`src/design/ptrt_pkg.sv`:
```
// periodic task release timer: shared types, constants and the control-store program
// no dependencies; imported by periodic_task_release_timer
`default_nettype none

package ptrt_pkg;

    localparam int TASKS      = 8;
    localparam int PASS_LIMIT = 16;

    localparam int SLOT_W = (TASKS > 1) ? $clog2(TASKS) : 1;
    localparam int PASS_W = $clog2(PASS_LIMIT + 1);
    localparam int PC_W   = 4;

    // stream word widths, padded to whole bytes
    localparam int IN_W  = 72;
    localparam int OUT_W = 48;

    localparam logic [15:0] NO_COMPARE = 16'hFFFF;
    localparam int          TRIG_POS   = 7;

    typedef enum logic [1:0] {
        OP_REGISTER   = 2'd0,
        OP_UNREGISTER = 2'd1,
        OP_TIMER      = 2'd2,
        OP_READ       = 2'd3
    } op_t;

    typedef enum logic [1:0] {
        ST_OK     = 2'd0,
        ST_BOUNDS = 2'd1,
        ST_PARAM  = 2'd2,
        ST_BUSY   = 2'd3
    } status_t;

    // datapath action of one control word
    typedef enum logic [3:0] {
        A_NONE,
        A_REG,
        A_UNREG,
        A_READ,
        A_TINIT,
        A_PSTART,
        A_SLOT,
        A_OVF,
        A_SHOW
    } act_t;

    // sequencing of one control word
    typedef enum logic [2:0] {
        J_NEXT,
        J_GOTO,
        J_DISPATCH,
        J_CMP_GT,
        J_PASS_LIM,
        J_SLOT_LOOP,
        J_NO_CMP,
        J_OUT
    } jmp_t;

    typedef struct packed {
        act_t             act;
        jmp_t             jmp;
        logic [PC_W-1:0]  target;
    } ucode_t;

    // program addresses
    localparam logic [PC_W-1:0] P_IDLE   = 4'd0;
    localparam logic [PC_W-1:0] P_REG    = 4'd1;
    localparam logic [PC_W-1:0] P_UNREG  = 4'd2;
    localparam logic [PC_W-1:0] P_TIMER  = 4'd3;
    localparam logic [PC_W-1:0] P_READ   = 4'd4;
    localparam logic [PC_W-1:0] P_PTEST  = 4'd5;
    localparam logic [PC_W-1:0] P_LTEST  = 4'd6;
    localparam logic [PC_W-1:0] P_PSTART = 4'd7;
    localparam logic [PC_W-1:0] P_SLOT   = 4'd8;
    localparam logic [PC_W-1:0] P_PEND   = 4'd9;
    localparam logic [PC_W-1:0] P_PLOOP  = 4'd10;
    localparam logic [PC_W-1:0] P_OVF    = 4'd11;
    localparam logic [PC_W-1:0] P_SHOW   = 4'd12;

    function automatic ucode_t ucode_rom(input logic [PC_W-1:0] pc);
        ucode_t w;
        case (pc)
            // op entry points follow P_REG in op code order
            P_IDLE:   w = '{act: A_NONE,   jmp: J_DISPATCH,  target: P_REG};
            P_REG:    w = '{act: A_REG,    jmp: J_GOTO,      target: P_SHOW};
            P_UNREG:  w = '{act: A_UNREG,  jmp: J_GOTO,      target: P_SHOW};
            P_TIMER:  w = '{act: A_TINIT,  jmp: J_GOTO,      target: P_PTEST};
            P_READ:   w = '{act: A_READ,   jmp: J_GOTO,      target: P_SHOW};
            P_PTEST:  w = '{act: A_NONE,   jmp: J_CMP_GT,    target: P_SHOW};
            P_LTEST:  w = '{act: A_NONE,   jmp: J_PASS_LIM,  target: P_OVF};
            P_PSTART: w = '{act: A_PSTART, jmp: J_NEXT,      target: P_IDLE};
            P_SLOT:   w = '{act: A_SLOT,   jmp: J_SLOT_LOOP, target: P_IDLE};
            P_PEND:   w = '{act: A_NONE,   jmp: J_NO_CMP,    target: P_SHOW};
            P_PLOOP:  w = '{act: A_NONE,   jmp: J_GOTO,      target: P_PTEST};
            P_OVF:    w = '{act: A_OVF,    jmp: J_GOTO,      target: P_SHOW};
            P_SHOW:   w = '{act: A_SHOW,   jmp: J_OUT,       target: P_IDLE};
            default:  w = '{act: A_NONE,   jmp: J_GOTO,      target: P_IDLE};
        endcase
        return w;
    endfunction

    // one-hot release bit; slots at or above 8 have no bit
    function automatic logic [7:0] mask_bit(input logic [SLOT_W-1:0] i);
        logic [7:0] m;
        m = '0;
        for (int k = 0; k < 8; k++) begin
            m[k] = (int'(i) == k);
        end
        return m;
    endfunction

endpackage

`default_nettype wire

```
`src/design/periodic_task_release_timer.sv`:
```
// periodic task release timer: slot table, scan datapath and microcoded sequencer
// depends on ptrt_pkg (types, constants, control-store program)
//
//  channel   dir  handshake              tdata fields (low bit first)
//  s_axis    in   s_tvalid / s_tready    op, slot, phasing, period_raw, task_flags_in,
//                                        timer_value
//  m_axis    out  m_tvalid / m_tready    status, compare_value, released_mask,
//                                        activation_count, pass_overflow
//
//  register, unregister and read pass through their op step and then the show step
//  a timer event repeats scan passes while the compare value is not above the timer;
//  it ends early when a pass leaves the no-compare value and sets pass_overflow when it
//  stops at PASS_LIMIT; each pass walks the slot table one slot a cycle
//  reset empties the table and sets the compare value to zero
//  one item at a time; a new item is taken while a result waits in the output register
`default_nettype none

module periodic_task_release_timer (
    input  wire logic                      clk,
    input  wire logic                      rst_n,
    // op, slot, phasing, period_raw, task_flags_in, timer_value, zero pad
    input  wire logic [ptrt_pkg::IN_W-1:0]  s_tdata,
    input  wire logic                      s_tvalid,
    output logic                           s_tready,
    // status, compare_value, released_mask, activation_count, pass_overflow, zero pad
    output logic [ptrt_pkg::OUT_W-1:0]     m_tdata,
    output logic                           m_tvalid,
    input  wire logic                      m_tready
);
    import ptrt_pkg::*;

    localparam logic [7:0]        TASKS_B   = 8'(TASKS);
    localparam logic [SLOT_W-1:0] LAST_SLOT = SLOT_W'(TASKS - 1);
    localparam logic [PASS_W-1:0] PASS_MAX  = PASS_W'(PASS_LIMIT);

    // slot table
    logic [7:0]  flags_reg [TASKS];
    logic [15:0] rel_reg   [TASKS];
    logic [15:0] per_reg   [TASKS];
    logic [15:0] act_reg   [TASKS];
    logic [15:0] cmp_reg, cmp_next;

    // sequencer
    logic [PC_W-1:0]   pc_reg, pc_next;
    logic [SLOT_W-1:0] idx_reg, idx_next;
    logic [PASS_W-1:0] passes_reg, passes_next;
    ucode_t            uc;

    // captured item
    op_t         op_reg;
    logic [7:0]  slot_reg;
    logic [15:0] phasing_reg, period_raw_reg, timer_reg;
    logic [6:0]  task_flags_reg;

    // result under construction
    status_t     status_reg, status_next;
    logic [15:0] cnt_reg, cnt_next;
    logic [7:0]  mask_reg, mask_next;
    logic        ovf_reg, ovf_next;

    logic [OUT_W-1:0] out_data_reg, out_data_next;
    logic             out_valid_reg, out_valid_next;

    // datapath
    logic              s_accept, out_free, slot_oor, trig, due;
    logic [SLOT_W-1:0] sel_idx;
    logic [7:0]        rd_flags;
    logic [15:0]       rd_rel, rd_per, rd_act, rel_sum, rel_eff, ph_x4, per_x4, cmp_out;
    logic              flags_we, rel_we, per_we, act_we;
    logic [7:0]        flags_wd;
    logic [15:0]       rel_wd, per_wd, act_wd;

    assign uc       = ucode_rom(pc_reg);
    assign s_tready = (pc_reg == P_IDLE);
    assign s_accept = s_tvalid && s_tready;
    assign out_free = !out_valid_reg || m_tready;
    assign m_tvalid = out_valid_reg;
    assign m_tdata  = out_data_reg;

    // single table read port, shared by the scan and the addressed ops
    assign sel_idx  = (uc.act == A_SLOT) ? idx_reg : slot_reg[SLOT_W-1:0];
    assign rd_flags = flags_reg[sel_idx];
    assign rd_rel   = rel_reg[sel_idx];
    assign rd_per   = per_reg[sel_idx];
    assign rd_act   = act_reg[sel_idx];

    assign slot_oor = (slot_reg >= TASKS_B);
    assign ph_x4    = {phasing_reg[13:0], 2'b00};
    assign per_x4   = {period_raw_reg[13:0], 2'b00};
    assign trig     = rd_flags[TRIG_POS];
    assign due      = (rd_rel <= timer_reg);
    assign rel_sum  = rd_rel + rd_per;
    assign rel_eff  = due ? rel_sum : rd_rel;
    assign cmp_out  = (op_reg == OP_TIMER) ? cmp_reg : 16'd0;

    always_comb
    begin
        cmp_next       = cmp_reg;
        idx_next       = idx_reg;
        passes_next    = passes_reg;
        status_next    = status_reg;
        cnt_next       = cnt_reg;
        mask_next      = mask_reg;
        ovf_next       = ovf_reg;
        out_data_next  = out_data_reg;
        out_valid_next = out_valid_reg;
        flags_we       = 1'b0;
        rel_we         = 1'b0;
        per_we         = 1'b0;
        act_we         = 1'b0;
        flags_wd       = '0;
        rel_wd         = rel_sum;
        per_wd         = per_x4;
        act_wd         = rd_act + 16'd1;

        if (m_tvalid && m_tready)
        begin
            out_valid_next = 1'b0;
        end

        if (s_accept)
        begin
            status_next = ST_OK;
            cnt_next    = '0;
            mask_next   = '0;
            ovf_next    = 1'b0;
        end

        case (uc.act)
            A_REG:
            begin
                if (slot_oor)
                begin
                    status_next = ST_BOUNDS;
                end
                else if (per_x4 == 16'd0)
                begin
                    status_next = ST_PARAM;
                end
                else if (rd_flags != 8'd0)
                begin
                    status_next = ST_BUSY;
                end
                else
                begin
                    rel_we   = 1'b1;
                    rel_wd   = ph_x4;
                    per_we   = 1'b1;
                    act_we   = 1'b1;
                    act_wd   = '0;
                    flags_we = 1'b1;
                    flags_wd = {1'b1, task_flags_reg};
                end
            end
            A_UNREG:
            begin
                if (slot_oor)
                begin
                    status_next = ST_BOUNDS;
                end
                else
                begin
                    flags_we = 1'b1;
                end
            end
            A_READ:
            begin
                if (slot_oor)
                begin
                    status_next = ST_BOUNDS;
                end
                else
                begin
                    cnt_next = rd_act;
                end
            end
            A_TINIT:
            begin
                passes_next = '0;
            end
            A_PSTART:
            begin
                passes_next = passes_reg + PASS_W'(1);
                cmp_next    = NO_COMPARE;
                idx_next    = '0;
            end
            A_SLOT:
            begin
                if (trig)
                begin
                    if (due)
                    begin
                        act_we    = 1'b1;
                        rel_we    = 1'b1;
                        mask_next = mask_reg | mask_bit(sel_idx);
                    end
                    if (rel_eff < cmp_reg)
                    begin
                        cmp_next = rel_eff;
                    end
                end
                if (idx_reg != LAST_SLOT)
                begin
                    idx_next = idx_reg + SLOT_W'(1);
                end
            end
            A_OVF:
            begin
                ovf_next = 1'b1;
            end
            A_SHOW:
            begin
                if (out_free)
                begin
                    out_data_next  = {5'b0, ovf_reg, cnt_reg, mask_reg, cmp_out, status_reg};
                    out_valid_next = 1'b1;
                end
            end
            default:
            begin
            end
        endcase
    end

    // step counter and conditional jumps
    always_comb
    begin
        case (uc.jmp)
            J_NEXT:      pc_next = pc_reg + PC_W'(1);
            J_GOTO:      pc_next = uc.target;
            J_DISPATCH:  pc_next = s_accept ? uc.target + PC_W'(s_tdata[1:0]) : pc_reg;
            J_CMP_GT:    pc_next = (cmp_reg > timer_reg) ? uc.target : pc_reg + PC_W'(1);
            J_PASS_LIM:  pc_next = (passes_reg >= PASS_MAX) ? uc.target : pc_reg + PC_W'(1);
            J_SLOT_LOOP: pc_next = (idx_reg != LAST_SLOT) ? pc_reg : pc_reg + PC_W'(1);
            J_NO_CMP:    pc_next = (cmp_reg == NO_COMPARE) ? uc.target : pc_reg + PC_W'(1);
            J_OUT:       pc_next = out_free ? uc.target : pc_reg;
            default:     pc_next = P_IDLE;
        endcase
    end

    always_ff @(posedge clk or negedge rst_n)
    begin
        if (!rst_n)
        begin
            pc_reg        <= P_IDLE;
            out_valid_reg <= 1'b0;
            cmp_reg       <= '0;
            for (int i = 0; i < TASKS; i++)
            begin
                flags_reg[i] <= '0;
                rel_reg[i]   <= '0;
                per_reg[i]   <= '0;
                act_reg[i]   <= '0;
            end
        end
        else
        begin
            pc_reg        <= pc_next;
            out_valid_reg <= out_valid_next;
            cmp_reg       <= cmp_next;
            if (flags_we)
            begin
                flags_reg[sel_idx] <= flags_wd;
            end
            if (rel_we)
            begin
                rel_reg[sel_idx] <= rel_wd;
            end
            if (per_we)
            begin
                per_reg[sel_idx] <= per_wd;
            end
            if (act_we)
            begin
                act_reg[sel_idx] <= act_wd;
            end
        end
    end

    // payload and working registers
    always_ff @(posedge clk)
    begin
        idx_reg      <= idx_next;
        passes_reg   <= passes_next;
        status_reg   <= status_next;
        cnt_reg      <= cnt_next;
        mask_reg     <= mask_next;
        ovf_reg      <= ovf_next;
        out_data_reg <= out_data_next;
        if (s_accept)
        begin
            op_reg         <= op_t'(s_tdata[1:0]);
            slot_reg       <= s_tdata[9:2];
            phasing_reg    <= s_tdata[25:10];
            period_raw_reg <= s_tdata[41:26];
            task_flags_reg <= s_tdata[48:42];
            timer_reg      <= s_tdata[64:49];
        end
    end

endmodule

`default_nettype wire

```
`config.mk`:
```
export PLATFORM = sky130hd
export DESIGN_NAME = periodic_task_release_timer
export DESIGN_NICKNAME = d
export VERILOG_FILES = /design/src/design/ptrt_pkg.sv /design/src/design/periodic_task_release_timer.sv
export SDC_FILE = /design/constraint.sdc
export NUM_CORES = 1
export LEC_CHECK = 0
export BUFFER_PORTS_ARGS = -buffer_cell sky130_fd_sc_hd__buf_2
export CORE_MARGIN = 2
export CORE_UTILIZATION = 30
export CTS_CLUSTER_DIAMETER = 150
export CTS_CLUSTER_SIZE = 12
export DETAILED_ROUTE_END_ITERATION = 10
export GPL_TIMING_DRIVEN = 0
export PLACE_DENSITY = 0.56
export SLEW_MARGIN = 20
export SYNTH_ARGS = -nofsm -noshare
export SYNTH_HDL_FRONTEND = slang
export SYNTH_SLANG_ARGS = --single-unit
```
`constraint.sdc`:
```
create_clock -name clk -period 13.3 [get_ports clk]
set_input_delay 2.66 -clock clk [delete_from_list [all_inputs] [get_ports clk]]
set_output_delay 2.66 -clock clk [all_outputs]
set_load 0.03 [all_outputs]
```
== Word level (Yosys, flattened, before mapping) ==
Memory sizes are Yosys's and may differ from the RTL's.
Cells that the tools add are included.

* Input bits: 76
* Memories kept: 1
* Bits in registers: 608
* Bits in read-only memories: 176

* Bitwise gates (word level): 2
* Magnitude comparators: 7
* $add $sub $neg: 6
* Reductions and logical operators: 17
* Muxes and demuxes: 72
* Equality and inequality tests: 31

{| class="wikitable"
|+ Memories
! memory !! words !! width !! read ports !! clocked after Yosys merged registers in !! wr ports !! RTL line !! RTL
|-
| (no name shown) || 16 || 11 || 1 || 0 || 0 || ptrt_pkg.sv:83 || <nowiki>case (pc)</nowiki>
|}

{| class="wikitable"
|+ Operators with widths
! operator !! count
|-
| 128-bit bitwise mux || 3
|-
| 16-bit two-way mux || 21
|-
| 16-bit binary-select mux with 3-bit select || 3
|-
| 8-bit two-way mux || 11
|-
| 64-bit bitwise mux || 1
|-
| 16-bit demux with 3-bit select || 1
|-
| 16-bit case mux with 2 select lines || 1
|-
| 4-bit case mux with 8 select lines || 1
|-
| 8-bit binary-select mux with 3-bit select || 1
|-
| 8-bit demux with 3-bit select || 1
|-
| 3-bit == test, second input constant || 8
|-
| 4-bit two-way mux || 6
|-
| 16-bit by 1-bit adder with 16-bit output, second input constant || 1
|-
| 16-bit adder || 1
|-
| 16-bit == test, second input constant || 1
|-
| 4-bit by 3-bit == test with 1-bit output, second input constant || 4
|-
| 16-bit greater-than comparator || 1
|-
| 16-bit less-or-equal comparator || 1
|-
| 16-bit logical NOT || 1
|-
| 16-bit < comparator || 1
|-
| 3-bit by 2-bit == test with 1-bit output, second input constant || 4
|-
| 1-bit two-way mux || 10
|-
| 2-bit two-way mux || 5
|-
| 5-bit case mux with 2 select lines || 1
|-
| 32 further kinds || 46
|}

== Logic depth before layout (Yosys ltp) ==
Gate-level depths: netlist of the first run.
An unclocked memory read counts as a cell.

* Word-level depth: 13
* Mapped depth: 40
* Mapped depth without buffers: 30

== Least setup slack after synthesis of the first run ==
Ideal clock, no wire load.

* Path type: flip-flop to flip-flop
* Start: reg pc_reg[0]
* End: reg cmp_reg[10]
* Arrival time: 7.471 ns
* Library setup time: 0.125 ns
* Slack: 5.704 ns
* Cell stages (with the launch flop): 37
* Data required time: 13.175 ns
* Path buffers: 7
* Cells stage by stage: dfrtp_1 inv_1 ha_1 or3b_4 and3_1 a221oi_2 and2_1 buf_2 buf_2 buf_2 clkbuf_1 clkbuf_1 buf_1 nand3_1 nand3_1 o21ai_0 ha_1 fa_1 a21o_1 a21oi_1 o21bai_1 a21oi_1 o21bai_1 a21oi_1 xnor2_1 mux2_2 ha_1 a21o_1 a21o_1 a21o_1 a21o_1 a21o_1 a211oi_1 o22a_1 nand2_1 buf_4 mux2i_1

* Longest elaborated chain between the ends: 12
* Elaborated cells on any way between the ends: 25

{| class="wikitable"
|+ RTL lines
! element !! RTL line !! RTL
|-
| start: declaration || periodic_task_release_timer.sv:44 || <nowiki>logic [PC_W-1:0] pc_reg, pc_next;</nowiki>
|-
| start signal: assignment || periodic_task_release_timer.sv:258 || <nowiki>pc_reg <= pc_next;</nowiki>
|-
| memory 16 x 11 bit * || - ||
|-
| 4-bit by 3-bit == test with 1-bit output || periodic_task_release_timer.sv:81, periodic_task_release_timer.sv:129 ||
|-
| 3-bit two-way mux || periodic_task_release_timer.sv:81 || <nowiki>assign sel_idx = (uc.act == A_SLOT) ? idx_reg : slot_reg[SLOT_W-1:0];</nowiki>
|-
| 3-bit inverter with 4-bit output (implied by the code) || periodic_task_release_timer.sv:82, periodic_task_release_timer.sv:83, periodic_task_release_timer.sv:84 ||
|-
| 16-bit binary-select mux with 3-bit select (on tied branches) || periodic_task_release_timer.sv:83, periodic_task_release_timer.sv:84 ||
|-
| 16-bit two-way mux (on tied branches) (2 in series) || periodic_task_release_timer.sv:83, periodic_task_release_timer.sv:84 ||
|-
| 16-bit adder or 16-bit less-or-equal comparator (tied branches) || periodic_task_release_timer.sv:92, periodic_task_release_timer.sv:91 ||
|-
| 16-bit two-way mux || periodic_task_release_timer.sv:93 || <nowiki>assign rel_eff = due ? rel_sum : rd_rel;</nowiki>
|-
| 16-bit < comparator or 16-bit two-way mux (tied branches) || periodic_task_release_timer.sv:197 || <nowiki>if (rel_eff < cmp_reg)</nowiki>
|-
| 2-bit by 1-bit != test with 1-bit output (no source line) or 16-bit two-way mux (tied branches) || - ||
|-
| 3-bit AND reduction (no source line) or 16-bit case mux with 2 select lines (tied branches) || - ||
|-
| end signal: assignment || periodic_task_release_timer.sv:260 || <nowiki>cmp_reg <= cmp_next;</nowiki>
|-
| end: declaration || periodic_task_release_timer.sv:41 || <nowiki>logic [15:0] cmp_reg, cmp_next;</nowiki>
|}

Every way passes the cells marked *; elsewhere a longest branch is shown, timed or not. The select of a mux whose other input is x is not followed.
A chain may end at the register's enable or synchronous reset.

== Final worst setup path of the first run ==
* Start: reg pc_reg[2]
* End: reg cmp_reg[13]

The elaborated chain is that of the path after synthesis.

==> results of run 1 <==
-- worst max-delay path, delay by kind of cell (launching register included) --
| family | cells | cell delay, ps |
|---|---|---|
| buffers and inverters | 10 | 4080 |
| AND/OR/NAND/NOR | 10 | 1960 |
| multiplexers | 1 | 210 |
| flip-flops | 1 | 320 |
| AO/OA/AOI/OAI | 12 | 2930 |
| adder cells (fa/ha/maj) | 3 | 940 |
-- power by group through the flow --
stage	clock network [mW]	logic, mW	registers, mW
CTS	1.53	4.05	2.42
global route	1.60	4.45	2.46
floorplan	0	2.57	2.41
detailed placement	0	4.03	2.45
finish	1.49	4.13	2.42
global placement	0	3.98	2.45
-- per-layer routing --
layer	wire (µm)	track usage
met4	3690	0.0718
met5	0	0
met3	8300	0.0421
met2	44400	0.309
met1	43900	0.277
-- logic make-up (layout without fill, tap and decap cells) --
family | count (synthesis) | count (layout) | share of synthesized area
simple gates | 1185 | 1185 | 0.182
other cells | 1 | 5 | 0.000129
xor+xnor | 22 | 22 | 0.00664
compound gates | 565 | 565 | 0.137
buf+inv | 249 | 457 | 0.0389
fa+ha+maj | 75 | 75 | 0.0329
mux | 203 | 203 | 0.0771
flops | 592 | 592 | 0.525
-- cells in the final DEF (no fill, tap or decap), drive strengths merged, types with 57 or more instances in the layout --
cell type,Yosys,final
clkbuf,65,149
o21ai,92,92
nor2,192,192
mux2,164,164
nand2,571,571
ha,73,73
a21oi,113,113
nand3,200,200
a22o,65,65
inv,55,57
buf,129,248
dfrtp,453,453
edfxtp,112,112
-- path summary, 6_finish.rpt --
path | slack, ps | cells past startpoint | startpoint | to
worst max register to register | 2720 | 36 | pc_reg[2] | cmp_reg[13]
worst max-delay path | 2720 | 36 | pc_reg[2] | cmp_reg[13]
min in group asynchronous | 1840 | 1 | rst_n | per_reg[74]
worst min register to register | 430 | 0 | mask_reg[1] | m_tdata[19]
worst min-delay path | 430 | 0 | mask_reg[1] | m_tdata[19]
max in group asynchronous | 9830 | 4 | rst_n | act_reg[120]
-- through the flow --
stage | setup TNS [ps] | area, µm²
2_1_floorplan | 0 | 29000
3_3_place_gp | -35510 | 31200
3_5_place_dp | 0 | 31500
4_1_cts | 0 | 33000
5_1_grt | 0 | 33000
6_report | 0 | 33000
-- final cells by class --
cell class	instances	area [µm²]	share of cell area
multi-input combinational	2055	12700	0.385
clock inverter	5	66.3	0.00201
clock buffer	84	1490	0.0450
buffer	194	923	0.0280
tap	1276	1600	0.0483
sequential	592	15200	0.462
inverter	55	209	0.00633
timing repair buffer	119	791	0.0239
==> flow_metrics.env, run 1 <==
export IMPL_grt_pass1_wl_mm=150
export IMPL_antenna_found_initial=1
export IMPL_cts_root_buffer="clkbuf_16"
export IMPL_path_common_cell="buf_2"
export IMPL_finalNonFillerCells=4380
export IMPL_hold_slack_ps=431
export IMPL_worstSetupPathType="reg -> reg"
export IMPL_power_mw=8.04
export IMPL_yosysSeqAreaShare=0.525
export IMPL_fin_util=0.343
export IMPL_hpwl_mm=70.6
export IMPL_wirelength_mm=100
export IMPL_grt_max_degree=97
export IMPL_switchingPower_mw=3.81
export IMPL_worstSetupEndpointType="register"
export IMPL_report_final_slew_viol_count=0
export IMPL_synth_area_leader_cell="dfrtp_1"
export IMPL_seq_power_share=0.301
export IMPL_clock_sink_count=592
export IMPL_grt_setup_unrepaired="false"
export IMPL_syn_area_um2=29000
export IMPL_critPathMaxFanout=10
export IMPL_setup_slack_ps=2720
export IMPL_finalCritPeriodShare=0.795
export IMPL_p_int_mw=4.23
export IMPL_clock_fmax_mhz=94.5
export IMPL_overflow=0
export IMPL_nets=3223
export IMPL_io_buffers=109
export IMPL_slew_headroom=0.153
export IMPL_power_share_switching=0.474
export IMPL_skew_ps=40.4
export IMPL_track_usage=0.200
export IMPL_cp_required_ps=13870
export IMPL_outcome="complete, no violations"
export IMPL_peakVddDrop_mv=0.111
export IMPL_power_leakage_nw=14.8
export IMPL_power_density_nw_per_um2=243
export IMPL_pwr_share_clk=0.185
export IMPL_finalSetupViolations=0
export IMPL_async_reset_ff_frac=0.765
export IMPL_grt_pass1_vias=23229
export IMPL_remaining_drc_errors=0
export IMPL_ioPinCount=126
export IMPL_cap_viol_max_count=0
export IMPL_cts_setup_buffers=0
export IMPL_numCtsBuffers=55
export IMPL_p_comb_frac=0.514
export IMPL_antennaDiodeCount=0
export IMPL_yosysWarnings=0
export IMPL_place_congestion=0.916
export IMPL_ys_types=81
export IMPL_finalHoldViolCount=0
export IMPL_wire_per_inst_um=22.9
export IMPL_chipWidth_um=315
export IMPL_fillers=9818
export IMPL_synth_seq_cells=592
export IMPL_path_clk_slew_ps=70
export IMPL_die_y_um=315
export IMPL_dr_pass1_iters=5
export IMPL_core_area_um2=96300
export IMPL_cp_slowest_cell="clkbuf_1"
export IMPL_holdCritPathClass="reg -> reg"
export IMPL_layout_drive_gt1_share=0.161
export IMPL_cts_buffer_depth=3
export IMPL_postCtsResizedCells=0
export IMPL_synth_edff_count=112
export IMPL_detail_route_antenna_nets=0
export IMPL_cts_max_level=2
export IMPL_die_area_um2=99200
export IMPL_yosysMostFrequentCell="nand2_1"
export IMPL_vias=23626
export IMPL_initial_core_util=0.301
export IMPL_rows=114
export IMPL_tightest_slew_ps=1270
export IMPL_holdBufCountCts=0
export IMPL_synthTopCellsByArea="dfrtp_1 39%, edfxtp_1 12%, nand2_1 7.4%, mux2_2 6.4%, nand3_1 3.4%"
export IMPL_fin_crit_ps=10580
export IMPL_synth_cells=2892
export IMPL_cts_tree="yes"
export IMPL_drtIter0Drc=2288
export IMPL_ys_top_cells_by_count="571 x nand2_1, 453 x dfrtp_1, 199 x nand3_1, 186 x nor2_1, 164 x mux2_2"
export IMPL_clk_latency_ps=660
export IMPL_synthFlopType="dfrtp_1"
export IMPL_synth_top_area_frac=0.391
export IMPL_area_delta_synth_final_pct=13.8
export IMPL_routed_via_density=5.39
export IMPL_place_worst_setup_slack_ps=2930
export IMPL_slowest_delay_ps=780
export IMPL_synth_avg_cell_area_um2=10.0
export IMPL_crit_path_start_kind="register"
export IMPL_dp_cells=4291
export IMPL_cp_arrival_ps=11150
Power figures use the tool's default switching activity.
==> inputs of run 2 (changes only) <==
- clock period: 13.3 -> 9.95 ns (I/O delays scaled with it)
==> run 2 against run 1 <==
Clock skew shrank 4.8 ps. Critical path depth fell by 4. Register-to-register slack got worse by 2100 ps. Final area increased by 0.19%. Non-clock buffer count down 2. Power grew 34%. Combinational power is 34% higher. First-iteration DRC count increased by 2.9%. Worst setup slack worse by 2100 ps. Critical endpoint is now cmp_reg[10]. Largest power group unchanged. Highest routed layer is now met5.
==> flow_metrics.env, run 2 (same netlist as run 1, synthesis figures left out) <==
export IMPL_cts_root_buffer="clkbuf_16"
export IMPL_hold_path_depth=0
export IMPL_clock_fmax_mhz=107
export IMPL_holdPathEnd="m_tdata[19]"
export IMPL_path_clk_slew_ps=70
export IMPL_chipWidth_um=315
export IMPL_rrSetupSlack_ps=570
export IMPL_overflow=0
export IMPL_grt_pass1_wl_mm=150
export IMPL_critPathMaxFanout=19
export IMPL_area_delta_synth_final_pct=14.0
export IMPL_clock_sink_count=592
export IMPL_r2r_start="pc_reg[0]"
export IMPL_detail_route_antenna_nets=0
export IMPL_numCtsBuffers=55
export IMPL_place_congestion=0.916
export IMPL_finalNonFillerCells=4379
export IMPL_dp_cells=4291
export IMPL_final_cell_mix="570 x nand2_1, 453 x dfrtp_1, 199 x nand3_1"
export IMPL_hpwl_mm=70.6
export IMPL_worstSetupPathType="reg -> reg"
export IMPL_skew_ps=35.6
export IMPL_grt_max_degree=97
export IMPL_path_buf_inv=7
export IMPL_initial_core_util=0.301
export IMPL_layout_drive_gt1_share=0.168
export IMPL_clk_latency_ps=650
export IMPL_worstSetupEndpointType="register"
export IMPL_finalCritPeriodShare=0.943
export IMPL_cts_buffer_depth=3
export IMPL_slew_headroom=0.146
export IMPL_track_usage=0.200
export IMPL_die_y_um=315
export IMPL_die_area_um2=99200
export IMPL_peakVddDrop_mv=0.142
export IMPL_antenna_found_initial=2
export IMPL_crit_family="compound AO/OA/AOI/OAI gates"
export IMPL_nets=3221
export IMPL_core_area_um2=96300
export IMPL_report_final_slew_viol_count=0
export IMPL_cts_max_level=2
export IMPL_wirelength_mm=100
export IMPL_r2r_worst_path_cells=32
export IMPL_cp_slowest_cell="dfrtp_1"
export IMPL_tightest_slew_ps=1280
export IMPL_final_common_cell="nand2_1"
export IMPL_grt_setup_unrepaired="false"
export IMPL_remaining_drc_errors=0
export IMPL_grt_pass1_vias=23206
export IMPL_cp_arrival_ps=9950
export IMPL_power_mw=10.8
export IMPL_cp_required_ps=10520
export IMPL_drtIter0Drc=2355
export IMPL_rows=114
export IMPL_vias=23538
export IMPL_tns_ps=0
export IMPL_finalSetupViolations=0
export IMPL_outcome="complete, no violations"
export IMPL_io_buffers=109
export IMPL_fin_util=0.344
export IMPL_power_leakage_nw=14.9
export IMPL_holdCritPathClass="reg -> reg"
export IMPL_fin_crit_ps=9380
export IMPL_hold_start="mask_reg[1]"
export IMPL_ioPinCount=126
export IMPL_finalHoldViolCount=0
export IMPL_r2r_end="cmp_reg[10]"
export IMPL_cts_tree="yes"
export IMPL_power_density_nw_per_um2=326
export IMPL_wire_per_inst_um=22.9
export IMPL_routed_via_density=5.38
export IMPL_slowest_delay_ps=470
export IMPL_crit_path_start_kind="register"
export IMPL_dr_pass1_iters=6
export IMPL_cap_viol_max_count=0
[run 2: cell count changes in the layout (fill, tap and decap cells not counted), sizes merged]
cell and change:
clkbuf +2, buf -4, diode +1
[run 2: what timing repair did]
item                                    CTS  global route
buffers inserted                          0             3
pin swaps                                 0             1
hold endpoints to repair                  0             0
gates resized for setup                   4            37
endpoints found under the setup margin   16            17
hold buffers                              0             0
[run 2: worst register-to-register path, delay by kind of cell, from the launching register on]
kind            cells  cell delay, ps
mux                 1             210
fa+ha+maj           3            1030
buf+inv             7            2380
flops               1             470
compound gates     11            2830
simple gates       10            2380
[run 2: worst max-delay path by stage]
stage / end / cells after the start / slack [ps] / startpoint
after global routing: cmp_reg[10] / 37 / 60 / pc_reg[0]
after global placement: act_reg[26] / 1 / -2830 / rst_n
after CTS: cmp_reg[12] / 38 / 80 / pc_reg[2]
after detailed placement: cmp_reg[12] / 38 / -420 / pc_reg[2]
after floorplan: cmp_reg[10] / 36 / 2350 / pc_reg[0]
final: cmp_reg[10] / 32 / 570 / pc_reg[0]
[run 2: where the power goes]
part | total [mW] | internal [mW] | switching, mW
clock network | 1.99 | 1.02 | 0.970
logic | 5.54 | 1.70 | 3.85
registers | 3.23 | 2.96 | 0.277
[run 2: metal layers]
| layer | routed length [µm] | global-route usage | vias up |
|---|---|---|---|
| met5 | 12 | 0 | - |
| met4 | 3460 | 0.0710 | 2 |
| met3 | 8090 | 0.0428 | 208 |
| met2 | 44600 | 0.308 | 994 |
| met1 | 43900 | 0.277 | 11647 |
| li1 | - | - | 10687 |
[run 2: stage by stage]
stage	worst slack [ps]	hold slack [ps]	cell area [µm²]
2_1_floorplan	2350	408	29000
3_3_place_gp	-2830	415	31200
3_5_place_dp	-419	416	31500
4_1_cts	76.5	433	33000
5_1_grt	59.2	438	33100
6_report	571	431	33100
[run 2: layout make-up]
class | count | area, µm²
clock buffer | 84 | 1490
tap | 1276 | 1600
inverter | 55 | 209
buffer | 189 | 938
timing repair buffer | 122 | 813
sequential | 592 | 15200
clock inverter | 5 | 66.3
antenna | 1 | 2.50
fill | 9810 | 63200
multi-input combinational | 2055 | 12700
